File: src/hdl/mh_pkg.sv
// ----------------------------------------------------------------------------
// mh_pkg
// Shared widths, constants, types and the arctangent table of the compass
// heading pipeline.
// ----------------------------------------------------------------------------
package mh_pkg;

    localparam int CORDIC_STEPS_DEF = 16;
    localparam int TABLE_LEN        = 24;

    localparam int SAMPLE_W   = 16;
    localparam int IN_TDATA_W = 2 * SAMPLE_W;
    localparam int DECL_W     = 15;
    localparam int DECL_SHIFT = 10;
    localparam int PRE_SHIFT  = 8;
    localparam int HEAD_W     = 9;
    localparam int FRAC_W     = 16;
    localparam int OUT_TDATA_W = 16;

    // Vector components and angle accumulator widths.
    localparam int XW = 27;
    localparam int ZW = 27;
    localparam int TW = 28;

    localparam logic [ZW-1:0] QUARTER_TURN = ZW'(5898240);
    localparam logic [ZW-1:0] HALF_TURN    = ZW'(11796480);
    localparam logic [ZW-1:0] THREE_QUARTER_TURN = ZW'(17694720);
    localparam logic [TW-1:0] FULL_TURN    = TW'(23592960);

    localparam logic [DECL_W-1:0] DECL_RESET = DECL_W'(548);

    typedef struct packed {
        logic                 bypass;
        logic signed [XW-1:0] x;
        logic signed [XW-1:0] y;
        logic signed [ZW-1:0] z;
    } mh_vec_t;

    function automatic logic [ZW-1:0] atan_entry(input int unsigned idx);
        logic [ZW-1:0] val;
        case (idx)
            0:       val = ZW'(2949120);
            1:       val = ZW'(1740967);
            2:       val = ZW'(919879);
            3:       val = ZW'(466945);
            4:       val = ZW'(234379);
            5:       val = ZW'(117304);
            6:       val = ZW'(58666);
            7:       val = ZW'(29335);
            8:       val = ZW'(14668);
            9:       val = ZW'(7334);
            10:      val = ZW'(3667);
            11:      val = ZW'(1833);
            12:      val = ZW'(917);
            13:      val = ZW'(458);
            14:      val = ZW'(229);
            15:      val = ZW'(115);
            16:      val = ZW'(57);
            17:      val = ZW'(29);
            18:      val = ZW'(14);
            19:      val = ZW'(7);
            20:      val = ZW'(4);
            21:      val = ZW'(2);
            22:      val = ZW'(1);
            default: val = '0;
        endcase
        return val;
    endfunction

endpackage

File: src/hdl/magnetometer_heading.sv
// ----------------------------------------------------------------------------
// magnetometer_heading
// Compass heading from one X/Y magnetometer sample by a pipelined CORDIC.
// ----------------------------------------------------------------------------
// A sample enters on the slave stream as one transaction: X in tdata[15:0]
// and Y in tdata[31:16], both two's complement. Each sample yields exactly
// one transaction on the master stream carrying the heading in whole
// degrees, 0 to 359, with the declination added and truncated.
// The declination is a signed value in 1/64 degree written through the
// cfg channel, which is always ready; it should only be written while no
// samples are in flight.
// From acceptance to m_axis_tvalid a sample passes one input stage, one
// CORDIC cell per iteration, a declination adder and the output register.
// Every stage has its own handshake, so one sample per cycle is taken in
// steady state while the receiver does not stall.
// When the receiver stalls, the output register holds its result and the
// stages behind it keep filling until the chain is full; only then does
// s_axis_tready fall. Reset empties the pipeline and restores the
// declination to 548/64 degree, 8 degrees 33.75 minutes.
// ----------------------------------------------------------------------------
module magnetometer_heading
#(
    parameter int CORDIC_STEPS = mh_pkg::CORDIC_STEPS_DEF
)
(
    input  logic                              clk,
    input  logic                              rst_n,
    input  logic                              s_axis_tvalid,
    output logic                              s_axis_tready,
    // x_sample [15:0], y_sample [31:16]
    input  logic [mh_pkg::IN_TDATA_W-1:0]     s_axis_tdata,
    output logic                              m_axis_tvalid,
    input  logic                              m_axis_tready,
    // heading_deg [8:0], zero padding above
    output logic [mh_pkg::OUT_TDATA_W-1:0]    m_axis_tdata,
    input  logic                              cfg_valid,
    output logic                              cfg_ready,
    input  logic [mh_pkg::DECL_W-1:0]         cfg_data
);

    localparam int NSTEP = (CORDIC_STEPS > mh_pkg::TABLE_LEN) ? mh_pkg::TABLE_LEN
                                                              : CORDIC_STEPS;

    logic [mh_pkg::DECL_W-1:0]  decl_reg;
    mh_pkg::mh_vec_t            chain_vec   [0:NSTEP];
    logic                       chain_valid [0:NSTEP];
    logic                       chain_ready [0:NSTEP];
    logic [mh_pkg::HEAD_W-1:0]  heading_deg;

    assign cfg_ready = 1'b1;

    always_ff @(posedge clk or negedge rst_n)
    begin
        if (!rst_n)
        begin
            decl_reg <= mh_pkg::DECL_RESET;
        end
        else if (cfg_valid && cfg_ready)
        begin
            decl_reg <= cfg_data;
        end
    end

    mh_pre u_pre
    (
        .clk       (clk),
        .rst_n     (rst_n),
        .in_valid  (s_axis_tvalid),
        .in_ready  (s_axis_tready),
        .x_sample  (s_axis_tdata[mh_pkg::SAMPLE_W-1:0]),
        .y_sample  (s_axis_tdata[mh_pkg::IN_TDATA_W-1:mh_pkg::SAMPLE_W]),
        .out_valid (chain_valid[0]),
        .out_ready (chain_ready[0]),
        .out_vec   (chain_vec[0])
    );

    for (genvar k = 0; k < NSTEP; k++)
    begin : g_cell
        mh_cell
        #(
            .STEP (k)
        )
        u_cell
        (
            .clk       (clk),
            .rst_n     (rst_n),
            .in_valid  (chain_valid[k]),
            .in_ready  (chain_ready[k]),
            .in_vec    (chain_vec[k]),
            .out_valid (chain_valid[k+1]),
            .out_ready (chain_ready[k+1]),
            .out_vec   (chain_vec[k+1])
        );
    end

    mh_post u_post
    (
        .clk         (clk),
        .rst_n       (rst_n),
        .in_valid    (chain_valid[NSTEP]),
        .in_ready    (chain_ready[NSTEP]),
        .in_vec      (chain_vec[NSTEP]),
        .declination (decl_reg),
        .out_valid   (m_axis_tvalid),
        .out_ready   (m_axis_tready),
        .heading_deg (heading_deg)
    );

    assign m_axis_tdata = {{(mh_pkg::OUT_TDATA_W-mh_pkg::HEAD_W){1'b0}}, heading_deg};

`ifndef ASSERT_OFF
    a_heading_range : assert property (@(posedge clk) disable iff (!rst_n)
        m_axis_tvalid |-> (m_axis_tdata < mh_pkg::OUT_TDATA_W'(360)))
        else $error("Heading outside 0 to 359 degrees.");

    a_pad_zero : assert property (@(posedge clk) disable iff (!rst_n)
        m_axis_tdata[mh_pkg::OUT_TDATA_W-1:mh_pkg::HEAD_W] == '0)
        else $error("Padding bits of the result are not zero.");

    a_decl_hold : assert property (@(posedge clk) disable iff (!rst_n)
        !(cfg_valid && cfg_ready) |=> $stable(decl_reg))
        else $error("Declination changed without a configuration transaction.");

    a_ready_free : assert property (@(posedge clk) disable iff (!rst_n)
        !s_axis_tready |-> chain_valid[0])
        else $error("Input stalled while the first stage is empty.");
`endif

endmodule

File: src/hdl/mh_pre.sv
// ----------------------------------------------------------------------------
// mh_pre
// Input stage: resolves the axis cases exactly and folds the left half plane
// onto the right before the rotation cells.
// ----------------------------------------------------------------------------
module mh_pre
(
    input  logic                                clk,
    input  logic                                rst_n,
    input  logic                                in_valid,
    output logic                                in_ready,
    input  logic signed [mh_pkg::SAMPLE_W-1:0]  x_sample,
    input  logic signed [mh_pkg::SAMPLE_W-1:0]  y_sample,
    output logic                                out_valid,
    input  logic                                out_ready,
    output mh_pkg::mh_vec_t                     out_vec
);

    logic                                valid_reg;
    mh_pkg::mh_vec_t                     vec_reg;
    mh_pkg::mh_vec_t                     vec_next;
    logic signed [mh_pkg::XW-1:0]        xe;
    logic signed [mh_pkg::XW-1:0]        ye;

    assign in_ready  = !valid_reg || out_ready;
    assign out_valid = valid_reg;
    assign out_vec   = vec_reg;

    always_comb
    begin
        xe = {{(mh_pkg::XW-mh_pkg::SAMPLE_W){x_sample[mh_pkg::SAMPLE_W-1]}}, x_sample};
        ye = {{(mh_pkg::XW-mh_pkg::SAMPLE_W){y_sample[mh_pkg::SAMPLE_W-1]}}, y_sample};
        vec_next.bypass = 1'b0;
        vec_next.x      = xe <<< mh_pkg::PRE_SHIFT;
        vec_next.y      = ye <<< mh_pkg::PRE_SHIFT;
        vec_next.z      = '0;
        if (y_sample == '0)
        begin
            vec_next.bypass = 1'b1;
            vec_next.z      = x_sample[mh_pkg::SAMPLE_W-1] ? mh_pkg::HALF_TURN : '0;
        end
        else if (x_sample == '0)
        begin
            vec_next.bypass = 1'b1;
            vec_next.z      = y_sample[mh_pkg::SAMPLE_W-1] ? mh_pkg::THREE_QUARTER_TURN
                                                          : mh_pkg::QUARTER_TURN;
        end
        else if (x_sample[mh_pkg::SAMPLE_W-1])
        begin
            vec_next.x = (-xe) <<< mh_pkg::PRE_SHIFT;
            vec_next.y = (-ye) <<< mh_pkg::PRE_SHIFT;
            vec_next.z = mh_pkg::HALF_TURN;
        end
    end

    always_ff @(posedge clk or negedge rst_n)
    begin
        if (!rst_n)
        begin
            valid_reg <= 1'b0;
        end
        else if (in_ready)
        begin
            valid_reg <= in_valid;
        end
    end

    always_ff @(posedge clk)
    begin
        if (in_ready && in_valid)
        begin
            vec_reg <= vec_next;
        end
    end

endmodule

File: src/hdl/mh_cell.sv
// ----------------------------------------------------------------------------
// mh_cell
// One vectoring CORDIC iteration with its own pipeline register and
// handshake; a chain of these forms the rotation pipeline.
// ----------------------------------------------------------------------------
module mh_cell
#(
    parameter int STEP = 0
)
(
    input  logic             clk,
    input  logic             rst_n,
    input  logic             in_valid,
    output logic             in_ready,
    input  mh_pkg::mh_vec_t  in_vec,
    output logic             out_valid,
    input  logic             out_ready,
    output mh_pkg::mh_vec_t  out_vec
);

    localparam logic [mh_pkg::ZW-1:0] ANGLE = mh_pkg::atan_entry(STEP);

    logic                          valid_reg;
    mh_pkg::mh_vec_t               vec_reg;
    mh_pkg::mh_vec_t               vec_next;
    logic signed [mh_pkg::XW-1:0]  xs;
    logic signed [mh_pkg::XW-1:0]  ys;

    assign in_ready  = !valid_reg || out_ready;
    assign out_valid = valid_reg;
    assign out_vec   = vec_reg;

    always_comb
    begin
        xs       = $signed(in_vec.x) >>> STEP;
        ys       = $signed(in_vec.y) >>> STEP;
        vec_next = in_vec;
        if (!in_vec.bypass)
        begin
            if (!in_vec.y[mh_pkg::XW-1])
            begin
                vec_next.x = in_vec.x + ys;
                vec_next.y = in_vec.y - xs;
                vec_next.z = in_vec.z + ANGLE;
            end
            else
            begin
                vec_next.x = in_vec.x - ys;
                vec_next.y = in_vec.y + xs;
                vec_next.z = in_vec.z - ANGLE;
            end
        end
    end

    always_ff @(posedge clk or negedge rst_n)
    begin
        if (!rst_n)
        begin
            valid_reg <= 1'b0;
        end
        else if (in_ready)
        begin
            valid_reg <= in_valid;
        end
    end

    always_ff @(posedge clk)
    begin
        if (in_ready && in_valid)
        begin
            vec_reg <= vec_next;
        end
    end

endmodule

File: src/hdl/mh_post.sv
// ----------------------------------------------------------------------------
// mh_post
// Output stages: adds the declination, wraps into one full turn and holds
// the whole-degree heading in the output register.
// ----------------------------------------------------------------------------
module mh_post
(
    input  logic                               clk,
    input  logic                               rst_n,
    input  logic                               in_valid,
    output logic                               in_ready,
    input  mh_pkg::mh_vec_t                    in_vec,
    input  logic [mh_pkg::DECL_W-1:0]          declination,
    output logic                               out_valid,
    input  logic                               out_ready,
    output logic [mh_pkg::HEAD_W-1:0]          heading_deg
);

    logic                          sum_valid_reg;
    logic                          sum_ready;
    logic signed [mh_pkg::TW-1:0]  total_reg;
    logic signed [mh_pkg::TW-1:0]  total_next;
    logic                          out_valid_reg;
    logic [mh_pkg::HEAD_W-1:0]     heading_reg;
    logic [mh_pkg::HEAD_W-1:0]     heading_next;
    logic [mh_pkg::TW-1:0]         wrapped;

    assign sum_ready   = !out_valid_reg || out_ready;
    assign in_ready    = !sum_valid_reg || sum_ready;
    assign out_valid   = out_valid_reg;
    assign heading_deg = heading_reg;

    always_comb
    begin
        total_next = {{(mh_pkg::TW-mh_pkg::ZW){in_vec.z[mh_pkg::ZW-1]}}, in_vec.z}
                   + {{(mh_pkg::TW-mh_pkg::DECL_W-mh_pkg::DECL_SHIFT){declination[mh_pkg::DECL_W-1]}},
                      declination, {mh_pkg::DECL_SHIFT{1'b0}}};
    end

    always_comb
    begin
        if (total_reg[mh_pkg::TW-1])
        begin
            wrapped = total_reg + mh_pkg::FULL_TURN;
        end
        else if (total_reg >= mh_pkg::FULL_TURN)
        begin
            wrapped = total_reg - mh_pkg::FULL_TURN;
        end
        else
        begin
            wrapped = total_reg;
        end
        heading_next = wrapped[mh_pkg::FRAC_W +: mh_pkg::HEAD_W];
    end

    always_ff @(posedge clk or negedge rst_n)
    begin
        if (!rst_n)
        begin
            sum_valid_reg <= 1'b0;
            out_valid_reg <= 1'b0;
        end
        else
        begin
            if (in_ready)
            begin
                sum_valid_reg <= in_valid;
            end
            if (sum_ready)
            begin
                out_valid_reg <= sum_valid_reg;
            end
        end
    end

    always_ff @(posedge clk)
    begin
        if (in_ready && in_valid)
        begin
            total_reg <= total_next;
        end
        if (sum_ready && sum_valid_reg)
        begin
            heading_reg <= heading_next;
        end
    end

endmodule
File: config.mk
export PLATFORM = sky130hd
export DESIGN_NAME = magnetometer_heading
export DESIGN_NICKNAME = d
export VERILOG_FILES = /design/src/hdl/mh_pkg.sv /design/src/hdl/magnetometer_heading.sv /design/src/hdl/mh_pre.sv /design/src/hdl/mh_cell.sv /design/src/hdl/mh_post.sv
export SDC_FILE = /design/constraint.sdc
export NUM_CORES = 2
export LEC_CHECK = 0
export CAP_MARGIN = 40
export CORE_MARGIN = 4
export CORE_UTILIZATION = 40
export DETAILED_ROUTE_END_ITERATION = 8
export DONT_BUFFER_PORTS = 1
export PLACE_DENSITY = 0.59
export SLEW_MARGIN = 10
export SYNTH_ARGS = -nofsm -noshare
export SYNTH_HDL_FRONTEND = slang
export SYNTH_SLANG_ARGS = --single-unit
File: constraint.sdc
create_clock -name clk -period 8.34 [get_ports clk]
set_input_delay 1.668 -clock clk [delete_from_list [all_inputs] [get_ports clk]]
set_output_delay 1.668 -clock clk [all_outputs]
set_load 0.01 [all_outputs]
==> impl_metrics.yaml <==
status:
  status: "finished clean"
global_route:
  grt_pass1_wl_um: 483600
  grt_pass1_vias: 86600
  track_usage: 0.2136
  grt_max_degree: 168
  globalRoute.totalOverflow: 0
  grt_antenna_before_repair: 3
clock_network:
  clockBufferDepth: 4
  clkLatencyLatePin_ns: 0.84
  cts_resized: 0
  clock_sinks: 1207
  clk_pin_slew_ns: 0.05
  cts_hold_buf: 0
  cts_setup_buffers: 0
  cts-root-buf: "clkbuf_16"
  numCtsBuffers: 160
  cts_tree: "yes"
  h-tree-depth: 4
floorplan:
  start_util: 0.4027
  die_x_um: 528.0
  dieArea_sq_mm: 0.2788
  placementRows: 190
  core_sq_mm: 0.2686
  die_h_um: 528.0
  io_pins: 71
worst_setup_path:
  crit_fanout: 6
  crit_family: "simple AND/OR/NAND/NOR gates"
  worstSetupPathType: "in -> out"
  cp.arrival_ns: 4.36
  r2r_slack_ns: 2.95
  max_stage_delay_ns: 0.66
  worst_setup_path_start_kind: "primary input"
  crit_top_cell: "nand3_1"
  cp_slowest_cell: "nor4_2"
  path_buf_inv: 1
  rr_startpoint: "g_cell[11].u_cell.out_vec[68]"
  reg2reg_depth: 16
  crit_start: "m_axis_tready"
  worstPathRequired_ns: 6.67
  path_cells: "nor2b_1, nand3_1, nor2_1, buf_4, nand3_1, nor4_2, and3_1, and3_1, nand3_1"
  path_depth: 9
  setup.worst_path.end_class: "primary output"
drt:
  vias: 90740
  drc: 0
  viasPerCell: 5.737
  dr.pass1.iters: 5
  drtIter0Drc: 7048
  finalWirelength_um: 309900
  ant_nets: 0
  wl_per_cell_um: 19.59
logic_synthesis:
  synth_area_per_cell_sq_um: 8.853
  syn_area_sq_mm: 0.1082
  ys_types: 101
  synth_seq_cells: 1207
  yosysWarningCount: 0
  netlist_instances: 12220
  synthFlopType: "edfxtp_1"
  synth_edf_count: 1173
  async_flop_share: 0.02817
  seq_area_frac_synth: 0.3335
sta:
  rsz0062_at_grt: "false"
  finalMaxSlewViolations: 0
  period_minus_slack_ns: 6.029
  slew_headroom: 0.3424
  worst_pin_slew_ns: 0.9863
  finalCritPeriodShare: 0.7229
  setup_viol: 0
  fin_setup_tns_ns: 0
  finClkSkew_ns: 0.07208
  hold_violations: 0
  max_clock_freq_ghz: 0.1659
worst_hold_path:
  hold_start: "u_post.total_reg[16]"
  hold_class: "reg -> reg"
  whs_path_depth: 0
place:
  port_buffers: 0
  dp.final_hpwl_um: 241000
  gp_congestion: 0.9113
  dp.cells: 15530
finish:
  finalNetCount: 13350
  largest_reg_flops: 1107
  nFillCells: 25820
  syn_to_final_growth_pct: 8.950
  drive_above_1_share: 0.04991
  final_cell_count_no_fill: 15820
pwr:
  ir_worst_vdd_mv: 0.1862
  leakage_nw: 48.17
  power_density_mw_per_mm2: 379.0
flow_run:
  drv_cap: 0
## placed cells by master, fill, tap and decap left out, types with 139 or more instances in the layout
cell type / count
nand2b_1: 169
nand2_1: 1326
o21bai_1: 141
inv_1: 526
nor3_1: 350
clkbuf_16: 162
nor2_1: 869
edfxtp_1: 1173
a21oi_1: 1005
ha_1: 1114
nand3_1: 174
o21ai_0: 1238
xor2_1: 606
o31ai_1: 139
xnor2_1: 690
a21o_1: 365
## synthesized netlist by cell type (169+ instances only)
cell | number | area (sq um)
a21o_1 | 365 | 2740
o21ai_0 | 1241 | 6211
nand2_1 | 1326 | 4977
nand3_1 | 174 | 870.8
a21oi_1 | 1005 | 5030
clkbuf_1 | 303 | 1137
xnor2_1 | 690 | 6043
nor2_1 | 869 | 3262
ha_1 | 1114 | 13940
nor3_1 | 350 | 1752
nand2b_1 | 169 | 1057
inv_1 | 526 | 1974
edfxtp_1 | 1173 | 35220
xor2_1 | 606 | 5308
## worst paths after layout
kind,endpoint
min,u_post.heading_deg[0]
max,s_axis_tready
max reg2reg,g_cell[12].u_cell.out_vec[51]
max in group asynchronous,decl_reg[9]
min reg2reg,u_post.heading_deg[0]
min in group asynchronous,decl_reg[14]
## layout make-up
class | count | area (sq um) | share of cell area
clock buffer | 189 | 4195 | 0.03560
sequential | 1207 | 36080 | 0.3061
timing repair buffer | 117 | 1166 | 0.009894
tap | 3552 | 4444 | 0.03771
clock inverter | 91 | 1106 | 0.009385
antenna | 2 | 5.005 | 0.00004246
inverter | 533 | 2001 | 0.01698
multi-input combinational | 10130 | 68860 | 0.5843
## per-stage QoR
step,total power [mW],utilization,setup slack (ns),hold WS (ns),cell area [sq um]
finish,44.67,0.4387,2.311,0.4175,117900
floorplan,30.57,-,0.1174,0.4003,108200
detailed placement,37.34,0.4186,2.259,0.4045,112400
CTS,44.72,0.4383,2.247,0.4176,117700
global placement,36.72,0.4171,1.721,0.4035,112000
global route,48.34,0.4387,1.994,0.4202,117900
## cells by family after synthesis
| group | count (synthesis) | share of synthesized area |
|---|---|---|
| compound gates | 3785 | 0.2145 |
| flops | 1207 | 0.3335 |
| fa+ha+maj | 1157 | 0.1368 |
| mux | 171 | 0.01718 |
| xor+xnor | 1296 | 0.1049 |
| simple gates | 3708 | 0.1617 |
| other cells | 2 | 0.00006942 |
| buf+inv | 893 | 0.03132 |
## per-layer routing
metal | routed length, um | share of wire | vias to the layer above | track usage
li1 | - | - | 44790 | -
met1 | 142200 | 0.46 | 43380 | 0.2881
met2 | 142700 | 0.46 | 2097 | 0.3542
met3 | 12870 | 0.042 | 470 | 0.02218
met4 | 12050 | 0.039 | 4 | 0.07849
met5 | 26 | 0.000084 | - | 0
## worst reg2reg max path, delay by kind of cell (launching register included)
family	cells	cell delay, ns
compound gates	8	2.43
simple gates	5	1.26
flops	1	0.55
xor+xnor	2	0.53
fa+ha+maj	1	0.39
## where the power goes
part	switching, mW	internal, mW	leakage, nW
Combinational	14.7	10.8	33.6
Clock	2.76	4.33	2.58
Sequential	2.46	9.56	12.0
Total	20.0	24.7	48.2
No activity file was read; power rests on OpenSTA's default activity.
